## src/design/assert_macros.svh

```systemverilog
// Assertion macros shared by the edge chain builder RTL.
`ifndef ASSERT_MACROS_SVH
`define ASSERT_MACROS_SVH

// Property checked at every clock edge outside reset.
`define ASSERT_SYNC(label, clk, rst_n, prop, msg) \
    label: assert property (@(posedge clk) disable iff (!rst_n) (prop)) \
        else $error(msg);

// Antecedent in one cycle implies consequent in the next cycle.
`define ASSERT_NEXT(label, clk, rst_n, ante, cons, msg) \
    label: assert property (@(posedge clk) disable iff (!rst_n) (ante) |=> (cons)) \
        else $error(msg);

`endif

```

## src/design/ecb_ram.sv

```systemverilog
// Generic simple dual-port RAM: one write port, one registered read port.
`default_nettype none

module ecb_ram #(
    parameter int WIDTH = 8,
    parameter int DEPTH = 16
) (
    input  wire logic                                      i_clk,
    input  wire logic                                      i_wr_en,
    input  wire logic [((DEPTH > 1) ? $clog2(DEPTH) : 1)-1:0] i_wr_addr,
    input  wire logic [WIDTH-1:0]                          i_wr_data,
    input  wire logic                                      i_rd_en,
    input  wire logic [((DEPTH > 1) ? $clog2(DEPTH) : 1)-1:0] i_rd_addr,
    output logic      [WIDTH-1:0]                          o_rd_data
);

    logic [WIDTH-1:0] r_mem [DEPTH];

    // Write port and registered read port
    always_ff @(posedge i_clk) begin
        if (i_wr_en) begin
            r_mem[i_wr_addr] <= i_wr_data;
        end
        if (i_rd_en) begin
            o_rd_data <= r_mem[i_rd_addr];
        end
    end

endmodule

`default_nettype wire

```

## config.mk

```make
export PLATFORM = sky130hd
export DESIGN_NAME = ecb_ram
export DESIGN_NICKNAME = d
export VERILOG_FILES = /design/src/design/assert_macros.svh /design/src/design/ecb_ram.sv
export SDC_FILE = /design/constraint.sdc
export NUM_CORES = 1
export LEC_CHECK = 0
export BUFFER_PORTS_ARGS = -buffer_cell sky130_fd_sc_hd__buf_2
export CORE_UTILIZATION = 45
export CTS_CLUSTER_DIAMETER = 200
export CTS_CLUSTER_SIZE = 30
export DETAILED_ROUTE_END_ITERATION = 10
export SYNTH_ARGS = -nofsm -noshare
export SYNTH_HDL_FRONTEND = slang
export SYNTH_SLANG_ARGS = --single-unit
```

## constraint.sdc

```tcl
create_clock -name i_clk -period 1.6 [get_ports i_clk]
set_input_delay 0.08 -clock i_clk [delete_from_list [all_inputs] [get_ports i_clk]]
set_output_delay 0.08 -clock i_clk [all_outputs]
set_load 0.005 [all_outputs]
```

### After elaboration in Yosys (flattened, before gate mapping)

Memory sizes are Yosys's and may differ from the RTL's. A register that Yosys moved wholly into a read port is not among the register bits.
Cells that the tools add are included.

| cells by class | value |
|---|---|
| mux-type cells | 2 |

Operator list:

| cell | count |
|---|---|
| two-way mux 1 bit | 2 |

| storage, ports and cells | value |
|---|---|
| bits in registers | 0 |
| memory bits (writable) | 128 |
| bits of input ports | 19 |
| output and inout port bits | 8 |
| logic and storage cells | 3 |
| memories kept | 1 |

Memory list:

| name | words | width | rd ports | clocked after Yosys merged registers in | write ports | RTL line | RTL |
|---|---|---|---|---|---|---|---|
| r_mem | 16 | 8 | 1 | 1 | 1 | ecb_ram.sv:17 | `logic [WIDTH-1:0] r_mem [DEPTH];` |

### Depth between registers and ports, before layout

| logic depth | value |
|---|---|
| depth after elaboration | 2 |
| mapped depth | 5 |
| gate-level depth less buffers | 3 |

### Least setup slack after synthesis

OpenSTA, ideal clock, no wires.

| timing | value |
|---|---|
| path type | input port to flip-flop |
| start point | in i_wr_addr[2] (netlist name) |
| end point | mem r_mem[0][0] (enable) |
| setup time | 383 ps |
| data arrival time | 1190 ps |
| required time | 1217 ps |
| path slack | 27 ps |
| cell stages on the path | 2 |
| path buffers | 0 |
| cells stage by stage | or3b_2 > nor3_1 |

RTL lines:

| element | RTL line | RTL |
|---|---|---|
| from (decl) | ecb_ram.sv:10 | `input wire logic [((DEPTH > 1) ? $clog2(DEPTH) : 1)-1:0] i_wr_addr,` |
| to (decl) | ecb_ram.sv:17 |  |

No word-level cell before the write port.

==> flow_summary.yaml <==
outcome:
  outcome: "finished clean"
cts:
  ctsResizeCount: 0
  clk_pin_slew_worst_paths_ns: 0.06
  clock-root-buffer: "clkbuf_16"
  numCtsBuffers: 17
  numClockSinks: 136
  clockBufferDepth: 2
  h-tree-depth: 4
  clock_latency_ns: 0.42
  cts_setup_buffers: 0
  ctsHoldBuffers: 0
  cts_tree: "done"
sta:
  final_max_slew_viol_count: 0
  fin_tns_setup_ns: 0
  worst_pin_slew_ns: 0.660
  setup_viol: 0
  min_period_over_period_pct: 95.0
  fin_skew_ns: 0.00968
  hold_viol: 0
  min_period_ns: 1.52
  fmax_mhz: 658
  worst_hold_slack_ns: 0.0439
  slew_headroom_pct: 55.8
  rsz0062_at_grt: "no"
logic_synthesis:
  avgSynthCellArea_um2: 22.8
  synth-seq-cells: 136
  ys_seq_area_share_pct: 78.1
  synthMostInstantiatedCell: "edfxtp_1"
  netlist.top_cell.by_area: "edfxtp_1"
  synth_common_cells: "edfxtp_1, mux4_2, a22oi_1"
  synthTopCellsByArea: "edfxtp_1, mux4_2, mux4_1"
  syn_inst: 229
  synth_edf_count: 136
  yosys_warnings: 0
  async_flop_share_pct: 0
  yosysTopAreaCellShare_pct: 78.1
  synth_nets: 248
  synthesis.area_um2: 5230
  synth_flop_cell: "edfxtp_1"
  ys_types: 18
floorplan:
  die-area_um2: 12100
  ioPinCount: 27
  die_height_um: 110
  coreArea_um2: 11100
  initial_core_util_pct: 47.2
  die_x_um: 110
  num_rows: 38
pwr:
  peakVddDrop_v: 0.000878
  switchingPower_mw: 1.57
  seqPwrFrac_pct: 49.4
  p_clk_share_pct: 45.9
  p_sw_share_pct: 19.2
  p_int_mw: 6.60
  p_leak_nw: 2.15
  powerDensity_nw_per_um2: 1300
  combPwrFrac_pct: 4.7
final_layout:
  final_nets: 310
  drive_gt1_share_pct: 31.9
  area_growth_pct: 20.2
  n_antenna_cell: 0
run:
  maxCapViolations: 0
hold_path:
  worstHoldStart: "i_rd_en"
  min_path_type: "input port to flip-flop"
grt:
  grt_pass1_wl_um: 15100
  grt.overflow.total: 0
  grt_max_degree: 17
  grt_pass1_vias: 2626
  gr-usage-all-layers_pct: 19.0
  antenna_found_initial: 0
placement:
  hpwl_um: 6490
  gp_congestion: 0.720
  numPortBuffers: 26
drt:
  routed_wl_um: 9890
  vias_per_cell: 5.50
  drtIter0Drc: 123
  first_pass_iters: 4
  wl_per_cell_um: 22.3
  drc_errors: 0
  vias: 2440
  ant_nets: 0
setup_path:
  worstPathRequired_ns: 1.76
  arrival_ns: 1.68
  path_class: "flip-flop to flip-flop"
  crit_path_end_kind: "flip-flop"
  cp-start-kind: "flip-flop"
  critPathMaxFanout: 1
  reg2reg_from: "r_mem[6][3]"
  startpoint: "r_mem[6][3]"
stage by stage:
stage	worst slack [ns]	std cells	instance area [µm²]	util (%)	total power [mW]
after floorplan	0.0271	229	5230	-	4.31
after global placement	-0.0937	412	5710	51.6	4.50
after detailed placement	-0.105	412	5710	51.6	4.50
after CTS	0.0698	444	6280	56.7	8.26
after global routing	0.00171	444	6280	56.7	8.43
final	0.0796	444	6280	56.7	8.18
worst max-delay path, cell delays in order, from the launching register on:
cell and delay [ns]:
edfxtp_1 0.36, mux4_1 0.54, a22oi_1 0.28, nand2_1 0.09
registers in the layout, summed over array words and instances, names as in the netlist:
register / flops
r_mem: 128
o_rd_data: 8
cell type report:
cell class | instances | area (µm²)
Tap cell | 140 | 175
Clock inverter | 12 | 133
Sequential cell | 136 | 4080
Clock buffer | 20 | 437
Fill cell | 855 | 4800
Multi-Input combinational cell | 83 | 1060
Timing Repair Buffer | 53 | 395
power by group through the flow:
stage               Sequential (mW)  Clock (mW)  Combinational, mW
detailed placement             4.11           0              0.394
finish                         4.04        3.75              0.387
global placement               4.11           0              0.388
global route                   4.04        3.97              0.421
CTS                            4.04        3.82              0.395
floorplan                      4.10           0              0.203
final timing paths:
kind	to	slack (ns)	depth (start not counted)
worst max-delay path	o_rd_data[3]	0.08	3
worst max register to register	o_rd_data[3]	0.08	3
worst min-delay path	o_rd_data[6]	0.04	1
worst min register to register	o_rd_data[1]	0.74	3
routing by layer:
metal	GRT usage (%)	routed length, µm
met5	0	0
met4	8.19	106
met3	5.45	532
met2	30.5	4990
met1	24.3	4270
cells by family (layout without fill, tap and decap cells):
logic type      count (synthesis)  count (layout)  synth area share (%)
flops                         136             136                  78.1
buf+inv                        10              85                  1.65
compound gates                 16              16                  2.30
simple gates                   35              35                  3.14
mux                            32              32                  14.8
cell usage in the layout (no fill, tap or decap), drive strengths merged, types with 2 or more instances in the layout:
cell type,instances
nand3b,2
nand2,9
bufinv,3
nor2,13
nand2b,2
buf,53
a22oi,16
clkinv,8
nor3,4
mux4,32
clkbuf,20
edfxtp,136
(Power assumes the default switching activity.)
