**src/design/assert_macros.svh**
```systemverilog
// Assertion macros shared by the edge chain builder RTL.
`ifndef ASSERT_MACROS_SVH
`define ASSERT_MACROS_SVH

// Property checked at every clock edge outside reset.
`define ASSERT_SYNC(label, clk, rst_n, prop, msg) \
    label: assert property (@(posedge clk) disable iff (!rst_n) (prop)) \
        else $error(msg);

// Antecedent in one cycle implies consequent in the next cycle.
`define ASSERT_NEXT(label, clk, rst_n, ante, cons, msg) \
    label: assert property (@(posedge clk) disable iff (!rst_n) (ante) |=> (cons)) \
        else $error(msg);

`endif

```
**src/design/ecb_pkg.sv**
```systemverilog
// Package: sizes, payload types, status codes and FSM states of the edge chain builder.
`default_nettype none

package ecb_pkg;

    // Store geometry and identity width
    localparam int STORE_DEPTH = 256;
    localparam int ID_BITS     = 16;
    localparam int ADDR_W      = (STORE_DEPTH > 1) ? $clog2(STORE_DEPTH) : 1;
    localparam int CNT_W       = $clog2(STORE_DEPTH + 1);
    localparam int SUM_W       = CNT_W + 1;

    typedef logic [ID_BITS-1:0] t_id;
    typedef logic [ADDR_W-1:0]  t_addr;
    typedef logic [CNT_W-1:0]   t_cnt;

    // Result status codes
    typedef enum logic [2:0] {
        ST_OK         = 3'd0,
        ST_CLOSED     = 3'd1,
        ST_WAS_CLOSED = 3'd2,
        ST_DUP        = 3'd3,
        ST_NOT_ADJ    = 3'd4,
        ST_FULL       = 3'd5
    } t_status;

    // Input item; also the word kept in the edge store
    typedef struct packed {
        t_id edge_id;
        t_id vertex_a;
        t_id vertex_b;
    } t_item;

    // Result item
    typedef struct packed {
        t_status status;
        t_id     oriented_first;
        t_id     oriented_second;
        t_id     chain_first;
        t_id     chain_last;
        t_cnt    edge_count;
    } t_result;

    // Request from the controller to the duplicate scanner
    typedef struct packed {
        logic  go;
        t_addr head;
        t_cnt  count;
        t_item key;
    } t_scan_req;

    // Scanner answer, done is a one-cycle pulse
    typedef struct packed {
        logic done;
        logic dup;
    } t_scan_rsp;

    // Controller states
    typedef enum logic [1:0] {
        S_IDLE,
        S_DECIDE,
        S_SCAN
    } t_state;

    // Where an edge joins the chain
    typedef enum logic [2:0] {
        JN_APPEND,
        JN_APPEND_FLIP,
        JN_PREPEND_FLIP,
        JN_PREPEND,
        JN_NONE
    } t_join;

endpackage

`default_nettype wire

```
**src/design/ecb_scan.sv**
```systemverilog
// Duplicate scanner: walks the stored edges from the head and compares each with the key.
`default_nettype none
`include "assert_macros.svh"

module ecb_scan
    import ecb_pkg::*;
(
    input  wire logic      i_clk,
    input  wire logic      i_rst_n,
    input  wire t_scan_req i_req,
    output t_scan_rsp      o_rsp,
    output logic           o_rd_en,
    output t_addr          o_rd_addr,
    input  wire t_item     i_rd_data
);

    // Control registers
    logic  r_active, n_active;
    logic  r_pend,   n_pend;
    logic  r_done,   n_done;
    logic  r_dup,    n_dup;
    // Walk position and key
    t_cnt  r_idx,    n_idx;
    t_cnt  r_count,  n_count;
    t_addr r_addr,   n_addr;
    t_item r_key,    n_key;

    logic  w_hit;

    // Compare the entry that came back from the store with the key
    assign w_hit = r_pend &&
                   ((i_rd_data.edge_id == r_key.edge_id) ||
                    ((i_rd_data.vertex_a == r_key.vertex_a) &&
                     (i_rd_data.vertex_b == r_key.vertex_b)) ||
                    ((i_rd_data.vertex_a == r_key.vertex_b) &&
                     (i_rd_data.vertex_b == r_key.vertex_a)));

    // Next walk step: issue one read per cycle, stop on a hit or at the end
    always_comb begin
        n_active  = r_active;
        n_pend    = 1'b0;
        n_done    = 1'b0;
        n_dup     = r_dup;
        n_idx     = r_idx;
        n_count   = r_count;
        n_addr    = r_addr;
        n_key     = r_key;
        o_rd_en   = 1'b0;
        o_rd_addr = r_addr;
        if (i_req.go) begin
            n_active = 1'b1;
            n_dup    = 1'b0;
            n_idx    = '0;
            n_count  = i_req.count;
            n_addr   = i_req.head;
            n_key    = i_req.key;
        end else if (r_active) begin
            if (w_hit) begin
                n_active = 1'b0;
                n_done   = 1'b1;
                n_dup    = 1'b1;
            end else if (r_idx == r_count) begin
                n_active = 1'b0;
                n_done   = 1'b1;
                n_dup    = 1'b0;
            end else begin
                o_rd_en = 1'b1;
                n_pend  = 1'b1;
                n_idx   = r_idx + t_cnt'(1);
                n_addr  = (r_addr == t_addr'(STORE_DEPTH - 1)) ? '0 : r_addr + t_addr'(1);
            end
        end
    end

    // Control state, cleared at reset
    always_ff @(posedge i_clk) begin
        if (!i_rst_n) begin
            r_active <= 1'b0;
            r_pend   <= 1'b0;
            r_done   <= 1'b0;
            r_dup    <= 1'b0;
        end else begin
            r_active <= n_active;
            r_pend   <= n_pend;
            r_done   <= n_done;
            r_dup    <= n_dup;
        end
    end

    // Walk position and key
    always_ff @(posedge i_clk) begin
        r_idx   <= n_idx;
        r_count <= n_count;
        r_addr  <= n_addr;
        r_key   <= n_key;
    end

    assign o_rsp.done = r_done;
    assign o_rsp.dup  = r_dup;

    `ASSERT_SYNC(a_done_ends_walk, i_clk, i_rst_n, !(r_done && r_active), "scan done while still active")
    `ASSERT_SYNC(a_pend_in_walk, i_clk, i_rst_n, !r_pend || r_active || r_done, "read in flight outside a walk")
    `ASSERT_SYNC(a_read_in_range, i_clk, i_rst_n, !o_rd_en || (r_idx < r_count), "read beyond stored edges")

endmodule

`default_nettype wire

```
**config.mk**
```make
export PLATFORM = sky130hd
export DESIGN_NAME = ecb_scan
export DESIGN_NICKNAME = d
export VERILOG_FILES = /design/src/design/ecb_pkg.sv /design/src/design/ecb_scan.sv
export VERILOG_INCLUDE_DIRS = /design/src /design/src/design
export SDC_FILE = /design/constraint.sdc
export NUM_CORES = 1
export LEC_CHECK = 0
export ABC_AREA = 1
export BUFFER_PORTS_ARGS = -buffer_cell sky130_fd_sc_hd__buf_2
export CAP_MARGIN = 20
export CORE_MARGIN = 2
export CORE_UTILIZATION = 48
export CTS_BUF_LIST = sky130_fd_sc_hd__clkbuf_8
export CTS_CLUSTER_SIZE = 28
export DETAILED_ROUTE_END_ITERATION = 10
export GPL_TIMING_DRIVEN = 0
export HOLD_SLACK_MARGIN = 0.05
export PLACE_DENSITY = 0.79
export RECOVER_POWER = 100
export SLEW_MARGIN = 20
export SYNTH_ARGS = -nofsm -noshare
export SYNTH_HDL_FRONTEND = slang
export SYNTH_SLANG_ARGS = --single-unit
export TNS_END_PERCENT = 30
```
**constraint.sdc**
```tcl
create_clock -name i_clk -period 1.7 [get_ports i_clk]
set_input_delay 0.255 -clock i_clk [delete_from_list [all_inputs] [get_ports i_clk]]
set_output_delay 0.255 -clock i_clk [all_outputs]
set_load 0.02 [all_outputs]
```
# == Yosys cells after proc, flatten, opt, wreduce, memory -nomap -nowiden ==
# Index checks and enable logic that the tools add are counted.
# totals
register_bits,78
input_bits,116
out_inout_bits,11
wordCells,51
# classes
n_addsub,2
eq_ne,9
n_mux,14
bitwise,4
reduce_logical,12
# ops
operator,n
$eq A16 B16 Y1,5
$mux W8,5
$add A9 B1 Y9 const B,1
$eq A9 B9 Y1,1
$mux W1,9
$add A8 B1 Y8 const B,1
$eq A8 B8 Y1 const B,1
$reduce_and A3 Y1,2
$ne A2 B2 Y1 const B,2
$not A1 Y1,4
$reduce_bool A2 Y1,2
$logic_and A1 B1 Y1,3
$reduce_or A3 Y1,1
$logic_or A1 B1 Y1,2
$reduce_and A2 Y1,1
$reduce_or A2 Y1,1

# == Depth between registers and ports, before layout ==
# Gate-level depths: netlist of run 1.
# depth
ltp_word,8
ltp_mapped,14
ltp_nobuf,14

# == Worst setup path after synthesis of run 1 ==
# OpenSTA, ideal clock, no wires.
# synth_path
kind,register to register
start,register r_addr[0] (netlist: o_rd_addr[0])
end,register r_addr[3] (netlist: o_rd_addr[3]) (data pin)
setup_ns,0.256
t_arrival_ns,1.584
t_required_ns,1.444
setup_slack_ns,-0.141
path_stages_with_launch,13
n_path_buf,0
synth_period_minus_slack_ns,1.841
cell_sequence,edfxtp_1 -> ha_1 -> nand2_1 -> nor2_1 -> inv_1 -> nor2_1 -> inv_1 -> nor2_1 -> and2_1 -> nand2_1 -> nand2_1 -> a21oi_1 -> a22o_1
# synth_via
elab_chain_len,6
elab_cells_between_ends,7
cone_classes,add/sub (1); eq/ne (1); mux (5)
# synth_lines
element,line,rtl
"start, declared",ecb_scan.sv:25,"t_addr r_addr, n_addr;"
"start signal, assigned",ecb_scan.sv:94,r_addr <= n_addr;
$add A8 B1 Y8 or $eq A8 B8 Y1 (tied branches),ecb_scan.sv:70,n_addr = (r_addr == t_addr'(STORE_DEPTH - 1)) ? '0 : r_addr + t_addr'(1);
$mux W8 *,ecb_scan.sv:70,
$mux W8 *,ecb_scan.sv:62,end else if (r_idx == r_count) begin
$mux W8 *,ecb_scan.sv:58,if (w_hit) begin
$mux W8 *,ecb_scan.sv:57,end else if (r_active) begin
$mux W8 *,ecb_scan.sv:50,if (i_req.go) begin
via n_addr[3],ecb_scan.sv:25,
# The timed path passes the listed nets; every way through them passes the cells marked *. The select of a mux whose other input is x is not followed.
# A chain may end at the register's enable or synchronous reset.

# == Worst setup path in the final report of run 1 ==
# layout_path
start,register r_key[7] (netlist bit)
end,output o_rd_en
# layout_via
elab_chain_len,8
elab_cells_between_ends,10
cone_classes,eq/ne (2); mux (3); reduce/logical (5)
# layout_lines
element,line,rtl
"start, declared",ecb_scan.sv:26,"t_item r_key, n_key;"
"start signal, assigned",ecb_scan.sv:95,r_key <= n_key;
$eq A16 B16 Y1,ecb_scan.sv:34,(i_rd_data.vertex_b == r_key.vertex_b)) ||
$logic_and A1 B1 Y1,ecb_scan.sv:33,((i_rd_data.vertex_a == r_key.vertex_a) &&
$logic_or A1 B1 Y1,ecb_scan.sv:32,((i_rd_data.edge_id == r_key.edge_id) ||
$logic_or A1 B1 Y1 *,ecb_scan.sv:34,
$logic_and A1 B1 Y1 *,ecb_scan.sv:31,assign w_hit = r_pend &&
$mux W1 *,ecb_scan.sv:58,
$mux W1 *,ecb_scan.sv:57,
$mux W1 *,ecb_scan.sv:50,
"end, declared",ecb_scan.sv:12,"output logic o_rd_en,"
# Every way passes the cells marked *; elsewhere a longest branch is shown, timed or not.

==> results of run 1 <==
[report_power, final]
group | total [mW] | internal [mW] | switching (mW)
clock network | 1.54 | 0.895 | 0.641
registers | 2.34 | 2.23 | 0.107
logic | 0.659 | 0.340 | 0.319
total | 4.54 | 3.47 | 1.07
[worst max-delay path, delay by kind of cell (launching register included)]
kind	cells	cell delay, ns
xor+xnor	1	0.18
flops	1	0.45
simple gates	9	0.75
buf+inv	1	0.16
[flip-flops by register name, indices dropped and copies added, names as in the netlist]
| register | flops |
|---|---|
| r_count | 9 |
| r_key | 48 |
| o_rd_addr | 8 |
| r_idx | 9 |
| r_dup | 1 |
| r_done | 1 |
| r_active | 1 |
| r_pend | 1 |
[routing by layer]
metal / wire length, um / vias up / share of wire [%] / GRT usage [%]
li1: - / 1564 / - / -
met1: 3140 / 1400 / 39 / 19.2
met2: 4200 / 93 / 52 / 34.2
met3: 530 / 19 / 6.5 / 4.47
met4: 237 / 0 / 2.9 / 11.0
met5: 0 / - / 0 / 0
[area by class of cell]
type / instances / area (um2) / share of cell area (%)
buffer: 4 / 22.5 / 0.445
clock buffer: 11 / 151 / 2.99
clock inverter: 5 / 72.6 / 1.43
inverter: 38 / 143 / 2.82
multi-input combinational: 274 / 1660 / 32.7
sequential: 78 / 2210 / 43.7
tap: 105 / 131 / 2.59
timing repair buffer: 132 / 676 / 13.3
[synth_stat cells (3+ instances only)]
master                       n
sky130_fd_sc_hd__nand3_1    13
sky130_fd_sc_hd__nand2_1   107
sky130_fd_sc_hd__inv_1      37
sky130_fd_sc_hd__xor2_1      5
sky130_fd_sc_hd__nand4_1     6
sky130_fd_sc_hd__o21ai_0     7
sky130_fd_sc_hd__xnor2_1    74
sky130_fd_sc_hd__nor2_1     37
sky130_fd_sc_hd__edfxtp_1   65
sky130_fd_sc_hd__a21oi_1     3
sky130_fd_sc_hd__dfxtp_1    13
[kinds of logic after synthesis]
family                   share of synthesized area (%)
AND/OR/NAND/NOR                                   18.5
flip-flops                                        55.7
AO/OA/AOI/OAI                                     3.65
XOR/XNOR                                          17.4
adder cells (fa/ha/maj)                          0.630
buffers and inverters                             4.16
[stage by stage]
| stage | utilization (%) | instances | hold slack [ns] | TNS (ns) | instance area [um2] |
|---|---|---|---|---|---|
| detailed placement | 58.3 | 625 | 0.433 | -4.02 | 4740 |
| global route | 62.3 | 647 | 0.0553 | -7.45 | 5070 |
| CTS | 62.0 | 647 | 0.0544 | -4.35 | 5040 |
| finish | 62.3 | 647 | 0.0747 | -2.97 | 5070 |
| global placement | 58.2 | 625 | 0.431 | -14.20 | 4740 |
| floorplan | - | 394 | 0.354 | -0.173 | 3970 |
[repair_timing]
action,4_1_cts,5_1_grt
buffers inserted,6,2
pin swaps,15,29
gates resized for setup,7,12
setup endpoints to repair,18,27
[how the worst max path moves through the flow]
stage / to
final: o_rd_en
after global routing: o_rd_en
after CTS: o_rd_en
after detailed placement: o_rd_addr[5]$_DFFE_PP_
after global placement: o_rd_addr[3]$_DFFE_PP_
after floorplan: o_rd_addr[3]$_DFFE_PP_
==> results.md, run 1 <==
Routing:
- In this run, the number of DRC markers left after iteration 0 of detailed routing was 80.
- The post-detailed-route DRC marker count is 0.
- The detail route stage leaves a number of antenna-violating nets equal to 0.
- After detailed routing, the number of vias per cell comes to between 4 and 5.
- The first-pass iteration count of the detailed router is 4.
- For this block, the via count after detailed routing is 3,076.
- The detailed-route wire length per cell is 12.5 um.
- The routed design has 8.12 mm of wire.

Clock network:
- The CTS buffer count is 9.
- The clock insertion delay at the later pin of the skew report is 0.35 ns.
- The maximum clock path buffer count is 2.
- After clock tree synthesis, the clock-pin slew on the worst setup and hold paths is 0.08 ns.
- The total number of H-tree levels is 3.
- The cts-stage hold buffer count is 0.
- The master cell of the clock root buffer is sky130_fd_sc_hd__clkbuf_8.
- The number of clock sinks seen by CTS is 78.
- The CTS tree is done.

Setup path:
- Among the stages of the critical path, the cell type that occurs most often is sky130_fd_sc_hd__nand2_1.
- The cell count of the worst reg-to-reg path is 12.
- STA classifies the critical path endpoint as an output port.
- By startpoint and endpoint, the worst setup path is classified as reg -> out.
- The critical-path maximum fanout is 3.
- The startpoint identified for the worst register-to-register timing path is o_rd_addr[0]$_DFFE_PP_.
- The worst reg-to-reg setup slack is -0.17 ns.
- The data required time of the worst path is 1.44 ns.
- The longest individual stage delay on the worst path is 0.45 ns.
- The kind of start point of the critical path is a flip-flop.
- Among all stages on the critical path, the largest delay is contributed by sky130_fd_sc_hd__edfxtp_1.
- STA puts the critical path data arrival time at 1.88 ns.
- The worst flop-to-flop path endpoint is o_rd_addr[3]$_DFFE_PP_.
- Traced cell by cell, the critical path runs through xnor2_2 -> nand2_1 -> nor2_1 -> nand2_1 -> nor2_2 -> nand2_1 -> nand3_2 -> nand2_4 -> nand3_4 -> nor2_4 -> buf_6.
- Tracing the worst setup path back leads to its startpoint at r_key[7]$_DFFE_PP_.

Yosys:
- Counting every instance in the synthesized netlist gives between 300 and 400.
- By area the synthesized netlist is led by sky130_fd_sc_hd__edfxtp_1 (49%), sky130_fd_sc_hd__xnor2_1 (16%), sky130_fd_sc_hd__nand2_1 (10%), sky130_fd_sc_hd__dfxtp_1 (6.5%), sky130_fd_sc_hd__inv_1 (3.5%).
- Synthesis inferred 78 register bits.
- In the synthesized netlist the async set-or-reset flop fraction comes to 0%.
- For this run, the register share of the synthesized area comes to roughly 56%.
- The post-synth net total is between 500 and 600.
- During synthesis, Yosys emitted a total of 0 warnings.
- In the synthesized netlist the dominant register cell turns out to be sky130_fd_sc_hd__edfxtp_1.
- The synthesized design spends more area on one cell type than any other, namely sky130_fd_sc_hd__edfxtp_1.
- The count of cell types in the netlist is 31.
- The post-synth design cell area is 3970 um2.
- Each instance of the synthesized netlist takes up on average 10.1 um2.
- The share of synthesized area in the top cell type comes to 49.1%.
- In this run, synthesis inferred 65 flip-flops with an integrated enable.

Placed design:
- Summed over all nets, the half-perimeter wirelength after detailed placement is 6.21 mm.
- Timing analysis after detailed placement gives a worst setup slack of -0.390 ns.
- Routability-driven placement finished with a final weighted congestion of 0.864.
- In this run the tool buffered the top-level ports with ~130 buffer cells.

Floorplan:
- The core box area is 8130 um2.
- The die covers 9020 um2.
- The die is roughly 95 um wide.
- The chip height is 95.0 um.
- The number of cell rows is 33.
- 127 I/O pins were placed.
- The initial core utilization is roughly 49%.

Power:
- The design draws 4.54 mW.
- The peak ir drop on the vdd network is 0.000571 V.
- The power per standard cell area is a little under 900 nW/um2.
- For this design the static power due to leakage is about 2.2 nW.

Outcome:
- The final reports fail on setup timing.
- The flow ran to the end, but the final reports show violations.

STA:
- The final worst-path setup slack is -0.433 ns.
- In this run the tightest slew margin relative to its limit is between 40 and 50%.
- The period utilization is 125%.
- The final hold violation count was 0.
- The number of max-slew violations in the final report came to 0.
- Setup violations remaining at the end of the flow were counted as 25.
- The final critical delay including setup and external delays is 2.13 ns.
- For the pin with the worst max-slew slack, the measured transition is around 0.76 ns.
- The clock arrives with 0.00958 ns of skew.
- Setup repair after global routing could not meet its margin everywhere.
- The achievable frequency is 0.469 GHz.

Finish:
- The fraction of layout instances using a drive strength above 1 is between 20% and 30%.
- In the layout the commonest cells are sky130_fd_sc_hd__buf_2 (114), sky130_fd_sc_hd__nand2_1 (105), sky130_fd_sc_hd__xnor2_1 (70).
- Compared with the post-synthesis result, the final layout area differs by 27.5%.
- At the end of the flow, the number of nets in the layout was approximately 660.
- The commonest non-fill, non-tap cell in the layout is sky130_fd_sc_hd__buf_2.
- The layout has 691 filler cells.
- 0 antenna diodes ended up in the layout.

Hold path:
- The worst hold path class is in -> reg.
- The startpoint identified for the worst hold timing path is i_req[15].
- Counting instances, the worst hold path has a depth of 1.
- The worst min-delay path endpoint is r_key[15]$_DFFE_PP_.

Global routing:
- Global routing used 18.7% of the available tracks across all layers.
- Summed over all layers, the global routing overflow is 0.
- The first global-routing pass estimated 12.8 mm of wire.
- The via count of the first global-routing pass came to 3,152.
- The number of antenna violations at the first check in global routing is 0.
- Entering global routing, the biggest net connects slightly above 60 pins.

Run:
- Max-cap violations in this run came to 0.
(Power assumes the default switching activity.)
==> inputs of run 2 (changes only) <==
- CELL_PAD_IN_SITES_DETAIL_PLACEMENT: unset -> 1
- CELL_PAD_IN_SITES_GLOBAL_PLACEMENT: unset -> 1
- CORE_UTILIZATION: 48 -> 36
- PLACE_DENSITY: 0.79 -> unset
- PLACE_DENSITY_LB_ADDON: unset -> 0.1
==> run 2 against run 1 <==
  * The flow still finishes with violations (setup timing)
  * Register-to-register slack got worse by 0.03 ns
  * Critical path depth did not move
  * Hold slack better by 0.0031 ns
  * Non-clock buffer count up 6
  * Routed wire length rose by 15%
  * Flip-flop and latch count unchanged
  * Critical endpoint unchanged
==> results.md, run 2 (same netlist as run 1, synthesis figures left out) <==
Finish:
- Of the cells placed in the final design, the portion with a size suffix greater than 1 is 32.3%.
- The finished cells cover 5150 um2.
- The commonest non-fill, non-tap cell in the layout is sky130_fd_sc_hd__buf_2.
- The register with the highest flop count is r_key.
- The register with the most flip-flops in the layout has 48 of them.
- The final design utilization is 47.7%.
- The library cells used most frequently in the layout, excluding fill and tap cells, are sky130_fd_sc_hd__buf_2 (123), sky130_fd_sc_hd__nand2_1 (104), sky130_fd_sc_hd__xnor2_1 (70).
- The area growth from synthesis to layout is 29.6%.
- The repair_antennas step left the layout with diodes totalling 0.
- The final layout contains roughly 660 nets.
- The number of standard cells in the layout, taps in and fillers out is 688.
- In the final layout, the registers with the most flip-flops are r_key: 48 flops, r_count: 9 flops, r_idx: 9 flops.

Routing:
- For this run, the detailed router's first-pass iteration total came to 4.
- After detailed routing, the number of vias per cell comes to 4.49.
- In the routed design, unresolved DRC markers number 0.
- The number of DRC markers in iteration 0 is 93.
- The routed layout has 3,088 vias.
- The count of nets left with antenna violations once routing finished came out at 0.
- Dividing the detail-routed wire length by the instance count gives 13.6 um.
- After detailed routing, the total wire length is roughly 9.3 mm.

Placed design:
- The total cell area at the placement stage is 4780 um2.
- Prior to clock tree synthesis, the placed netlist has a worst setup slack of -0.510 ns.
- The detailed placement HPWL is 7.24 mm.
- The weighted congestion reported at the end of routability-driven placement is 0.761.
- The count of buffers added on input and output ports is 126.
- Including well taps, the total number of placed cells is 660.

Floorplan:
- The initial core utilization is 36.8%.
- In this run the count of I/O pins placed on the die edge is 127.
- The core box area is 10,800 um2.
- The area of the die is 11,900 um2.
- Row generation in the floorplan step produced 38 rows.
- In this run the horizontal extent of the chip is 109 um.
- The chip height is 109 um.

STA:
- Setup violations remaining at the end of the flow were counted as 22.
- The setup TNS is -3.64 ns.
- After layout, the worst setup slack is -0.427 ns.
- The worst hold slack after final layout is 0.0778 ns.
- At the pin with the least slew margin, the transition time is 0.663 ns.
- Setup repair after global routing could not meet its margin everywhere.
- The number of max-slew violations in the final report is 0.
- The worst path uses 125% of the clock period.
- The relative slew slack is 55.8%.
- The setup skew after layout is 0.0105 ns.
- Based on the critical path, the design can be clocked at up to about 0.47 GHz.
- The final critical delay including setup and external delays is around 2.1 ns.
- The final hold violation count is 0.

Setup path:
- In this run the worst setup path begins at r_key[29]$_DFFE_PP_.
- The critical-path maximum fanout is 2.
- At the worst endpoint, the required time is 1.44 ns.
- The critical path arrival is 1.87 ns.
- The worst register-to-register path begins at r_key[29]$_DFFE_PP_.
- STA classifies the critical path endpoint as an output port.
- The worst setup path is launched from a flip-flop.
- The worst reg-to-reg setup slack is -0.20 ns.
- The worst setup path is of the reg -> out kind.
- The cell count of the worst reg-to-reg path is 12.
- The worst flop-to-flop path endpoint is o_rd_addr[0]$_DFFE_PP_.

Power:
- The worst-case IR drop observed on VDD is between 0.0004 and 0.0005 V.
- The sequential cell fraction of total power is 53.2%.
- Cell internal power was estimated by the tool at 3.26 mW.
- The share of total power dissipated in the clock network is a little under a third.
- The switching power of the nets is around 1.1 mW.
- In this run the power density over the cells is 854 nW/um2.
- For this design the static power due to leakage is 2.21 nW.
- Overall power consumption after layout is estimated at 4.40 mW.
- Net switching is 25.9% of the power.
- The relative contribution of combinational cells to total power is 15.8%.

Outcome:
- The run finished, with violations left.
- The final reports fail on setup timing.

Global routing:
- The overflow left after global routing is 0.
- For this run, the total global-route usage over all layers was measured as 16.2%.
- The number of antenna violations at the first check in global routing is 0.
- The global-route wire length before repair is 14.5 mm.
- The via count of the first global-routing pass was around 3,300.
- Entering global routing, the biggest net connects 62 pins.

Clock network:
- After clock tree synthesis, the clock-pin slew on the worst setup and hold paths is 0.08 ns.
- The master cell of the clock root buffer is sky130_fd_sc_hd__clkbuf_8.
- The H-tree generated during clock tree synthesis spans 3 levels.
- Counting every sink on the clock net gives 78.
- The CTS buffer count is 9.
- The CTS tree is done.
- The clock insertion delay at the later pin of the skew report is 0.35 ns.
- In this run the deepest clock path goes through 2 buffers.

Hold path:
- The tightest min-delay check is of the in -> reg type.
- The worst hold path terminates at r_key[4]$_DFFE_PP_.
- Along the worst hold path, the cell count comes to 1.
- The startpoint identified for the worst hold timing path is i_req[4].

Run:
- The max-cap check violation count is 0.
==> run 2: cell types whose count changed in the layout (fill, tap and decap cells not counted), moves of 2 or more <==
cell,delta
sky130_fd_sc_hd__buf_2,+9
sky130_fd_sc_hd__clkbuf_1,-9
sky130_fd_sc_hd__buf_4,+3
sky130_fd_sc_hd__clkbuf_8,-2
sky130_fd_sc_hd__clkinv_2,+2
sky130_fd_sc_hd__dlygate4sd3_1,+2
sky130_fd_sc_hd__nor2_1,-2
sky130_fd_sc_hd__nor2_2,+2
==> run 2: power by group through the flow <==
stage	Clock [mW]	Sequential [mW]	Combinational [mW]
floorplan	0	2.39	0.349
global placement	0	2.37	0.635
detailed placement	0	2.38	0.657
CTS	1.41	2.34	0.674
global route	1.49	2.36	0.778
finish	1.36	2.34	0.695
==> run 2: area by class of cell <==
class	instances	area, um2
clock inverters	7	65.1
repair buffers	138	744
multi-input cells	274	1670
plain buffers	4	22.5
well taps	140	175
inverters	38	143
clock buffers	9	124
flip-flops and latches	78	2210
fillers	1267	5640
==> run 2: worst max-delay path by stage <==
stage	to	slack [ns]	cells past startpoint
floorplan	o_rd_addr[3]$_DFFE_PP_	-0.14	12
global route	o_rd_en	-0.59	11
CTS	o_rd_en	-0.49	11
global placement	o_rd_addr[3]$_DFFE_PP_	-0.98	4
finish	o_rd_en	-0.43	11
detailed placement	o_rd_addr[6]$_DFFE_PP_	-0.51	4
==> run 2: worst max-delay path, stage by stage, from the launching register on <==
cell	delay, ns
sky130_fd_sc_hd__edfxtp_1	0.44
sky130_fd_sc_hd__xnor2_1	0.17
sky130_fd_sc_hd__nand2_1	0.09
sky130_fd_sc_hd__nor2_2	0.13
sky130_fd_sc_hd__nand2_1	0.07
sky130_fd_sc_hd__nor2_2	0.12
sky130_fd_sc_hd__nand2_1	0.08
sky130_fd_sc_hd__nand3_2	0.10
sky130_fd_sc_hd__nand2_4	0.06
sky130_fd_sc_hd__nand3_4	0.08
sky130_fd_sc_hd__nor2_4	0.04
sky130_fd_sc_hd__buf_6	0.15
==> run 2: timing repair <==
| action | CTS | global route |
|---|---|---|
| hold buffers | 0 | 2 |
| buffers inserted | 4 | 6 |
| pin swaps | 13 | 22 |
| endpoints found under the hold margin | 0 | 2 |
| resized for setup | 7 | 15 |
| gates cloned | 0 | 0 |
| endpoints found under the setup margin | 18 | 29 |
==> run 2: metal layers <==
layer	global-route usage (%)	routed length, um	vias up
li1	-	-	1583
met1	17.4	3720	1432
met2	31.4	5150	64
met3	3.11	367	9
met4	5.22	89	0
met5	0	0	-
==> inputs of run 3 (changes only) <==
- CORE_MARGIN: 2 -> 8
- CORE_UTILIZATION: 36 -> 40
- clock period: 1.7 -> 2.2 ns (I/O delays scaled with it)
==> run 3 against run 2 <==
  * The flow still finishes with violations (setup timing)
  * Sequential share of layout area grew 1.1 points
  * Hold slack better by 0.072 ns
  * Core utilization grew 3.9 points
  * Total power shrank 26%
  * Routed wire length grew 8.2%
  * Sequential power fell by 23%
  * Critical endpoint unchanged
  * Highest routed layer unchanged
==> results.md, run 3 (same netlist as run 1, synthesis figures left out) <==
Routing:
- The ratio of routed vias to standard cells is 4.57.
- The detailed-route wire length per cell is between 10 and 15 um.
- The routed layout has approximately 3,100 vias.
- The number of DRC markers in iteration 0 is 57.
- The first detailed-routing pass took 4 iterations.
- The post-detailed-route count of antenna-violating nets is 0.
- The post-detailed-route DRC marker count is 0.
- For this block, the routed nets add up to 10.1 mm of wire.

Global routing:
- The global-route wire length before repair is 16.1 mm.
- Summed over all layers, the global routing overflow is 0.
- Across every metal layer, demand over resource in global routing totals 15.7%.
- The number of antenna violations at the first check in global routing was 0.
- Entering global routing, the biggest net connects 62 pins.
- The via count of the first global-routing pass was 3,518.

STA:
- The setup TNS is -0.00926 ns.
- Setup repair after global routing could not meet its margin everywhere.
- The final setup violation count is 1.
- The relative slew slack is 46.5%.
- The period utilization is 100%.
- The achievable frequency is 0.453 GHz.
- Clock skew on the completed layout was measured at roughly 0.0066 ns.
- The number of max-slew violations in the final report was 0.
- The final critical delay including setup and external delays is 2.21 ns.
- In the post-route analysis, the smallest setup slack over all paths is -0.00926 ns.
- The final hold violation count is 0.
- The slew of the pin with the lowest slew margin is 0.802 ns.

Clock network:
- The total number of H-tree levels is 3.
- At the later pin of the worst-skew pair, clock insertion delay measures 0.35 ns.
- The maximum clock path buffer count is 2.
- Clock tree synthesis inserted a total of 9 buffers.
- In this run, post-CTS hold repair placed 0 buffers.
- The clock-pin slew on the worst setup and hold paths is 0.08 ns.
- CTS saw 78 sinks.
- TritonCTS built the clock tree.
- The cell sitting at the root of the clock tree is a sky130_fd_sc_hd__clkbuf_8.

Floorplan:
- The floorplan has 36 rows.
- The floorplan step set the die width to 116 um.
- Measured along the y axis, the die boundary spans 116 um.
- The initial core utilization is 40.8%.
- The area of the die is 13,400 um2.
- The core box area is approximately 9700 um2.
- between 100 and 150 I/O pins were placed.

Finish:
- Leaving out fill and tap cells, the most frequent cell in the layout is sky130_fd_sc_hd__buf_2.
- The register with the highest flop count is r_key.
- After routing the design area is around 5000 um2.
- Counting the fill cells in the layout gives between 1,000 and 1,500.
- The register with the most flip-flops in the layout has 48 of them.
- The layout net count is between 600 and 700.
- In the final layout, the registers with the most flip-flops are r_key: 48 flops, r_count: 9 flops, r_idx: 9 flops.
- Compared with the post-synthesis result, the final layout area differs by 26.4%.
- The top cell types in the final layout, fill and taps aside, are sky130_fd_sc_hd__buf_2 (113), sky130_fd_sc_hd__nand2_1 (106), sky130_fd_sc_hd__xnor2_1 (69).
- The antenna diode count is 0.
- Registers take approximately 2200 um2.
- The final design utilization is just over 50%.
- Of the cells placed in the final design, the portion with a size suffix greater than 1 is 28.2%.
- The footprint of the multi-input gates is ~1600 um2.

Hold path:
- In this run the worst hold path is classified as in -> reg.
- Along the worst hold path, the cell count comes to 1.

Setup path:
- The worst reg-to-reg setup slack is 0.23 ns.
- Tracing the worst setup path back leads to its startpoint at r_key[0]$_DFFE_PP_.
- The data required time of the worst path is 1.87 ns.
- For the worst setup path, the data arrival time is 1.88 ns.
- The worst flop-to-flop path endpoint is o_rd_addr[3]$_DFFE_PP_.
- The cell count of the worst reg-to-reg path is 12.
- The startpoint identified for the worst register-to-register timing path is o_rd_addr[0]$_DFFE_PP_.
- In this run the worst path has a maximum fanout of 2.
- STA classifies the critical path endpoint as an output port.
- The kind of start point of the critical path is a flip-flop.
- The endpoint of the worst setup timing path is o_rd_en.
- The critical path is of the reg -> out type.

Power:
- The internal power is 2.44 mW.
- Summing internal, switching and leakage power gives 3.27 mW.
- The clock network fraction of design power is approximately 29%.
- In this run the power density over the cells is 652 nW/um2.
- In this run switching power makes up 25.5% of total power.
- The analysis attributes to net switching a power of 0.836 mW.
- The peak ir drop on the vdd network is 0.000258 V.
- The sequential cell fraction of total power is 55.3%.
- The leakage power figure is 2.15 nW.
- Of the total power, combinational logic draws 15.6%.

Outcome:
- The final reports fail on setup timing.
- The flow ran to the end, but the final reports show violations.

Placed design:
- The count of port buffers added during placement is about 130.
- After detailed placement, the total cell area comes to approximately 4800 um2.
- The detailed placement HPWL is a little over 8 mm.
- The weighted congestion reported at the end of routability-driven placement is 0.745.

Run:
- Max-cap violations in this run came to 0.
==> run 3: how the worst min path moves through the flow <==
stage          slack [ns]                from              endpoint
4_1_cts              0.13           i_req[30]   r_key[30]$_DFFE_PP_
2_1_floorplan        0.43           i_req[48]  r_count[0]$_DFFE_PP_
3_5_place_dp         0.47  r_dup$_SDFFE_PP0P_    r_dup$_SDFFE_PP0P_
3_3_place_gp         0.45  r_dup$_SDFFE_PP0P_    r_dup$_SDFFE_PP0P_
5_1_grt              0.13           i_req[34]   r_key[34]$_DFFE_PP_
6_report             0.15           i_req[13]   r_key[13]$_DFFE_PP_
==> run 3: final cells by class <==
cell class / instances / area share (%)
inverters: 38 / 2.84
well taps: 133 / 3.31
plain buffers: 4 / 0.448
clock buffers: 11 / 3.01
clock inverters: 5 / 0.398
flip-flops and latches: 78 / 44.0
multi-input cells: 274 / 32.6
repair buffers: 132 / 13.3
==> run 3: per-stage QoR <==
step / worst slack, ns / hold slack (ns) / cells
after floorplan: 0.359 / 0.429 / 394
after global placement: -0.579 / 0.454 / 653
after detailed placement: -0.103 / 0.467 / 653
after CTS: -0.0571 / 0.130 / 673
after global routing: -0.148 / 0.131 / 675
final: -0.00926 / 0.150 / 675
==> run 3: worst max-delay path, stage by stage, from the launching register on <==
cell and delay, ns:
sky130_fd_sc_hd__edfxtp_1 0.44, sky130_fd_sc_hd__xnor2_1 0.18, sky130_fd_sc_hd__nand2_1 0.08, sky130_fd_sc_hd__nor2_1 0.12, sky130_fd_sc_hd__nand2_1 0.07, sky130_fd_sc_hd__nor2_1 0.11, sky130_fd_sc_hd__nand2_1 0.08, sky130_fd_sc_hd__nand3_2 0.11
sky130_fd_sc_hd__nand2_4 0.07, sky130_fd_sc_hd__nand3_4 0.08, sky130_fd_sc_hd__nor2_4 0.05, sky130_fd_sc_hd__buf_6 0.16
==> run 3: what timing repair did <==
item	in CTS	in global routing
gates resized for setup	3	6
pin swaps	10	16
setup endpoints to repair	1	9
buffers inserted	4	2
==> run 3: power groups by stage <==
stage / combinational, mW / sequential [mW] / clock [mW]
after global placement: 0.490 / 1.84 / 0
after global routing: 0.575 / 1.83 / 1.04
final: 0.511 / 1.81 / 0.953
after detailed placement: 0.508 / 1.84 / 0
after CTS: 0.519 / 1.81 / 0.991
after floorplan: 0.269 / 1.85 / 0
==> run 3: routing by layer <==
layer | GRT usage [%] | vias to the layer above | routed length (um) | part of all wire (%)
li1 | - | 1568 | - | -
met1 | 15.9 | 1441 | 4030 | 40
met2 | 30.2 | 64 | 5460 | 54
met3 | 3.23 | 13 | 449 | 4.4
met4 | 6.91 | 0 | 157 | 1.6
met5 | 0 | - | 0 | 0
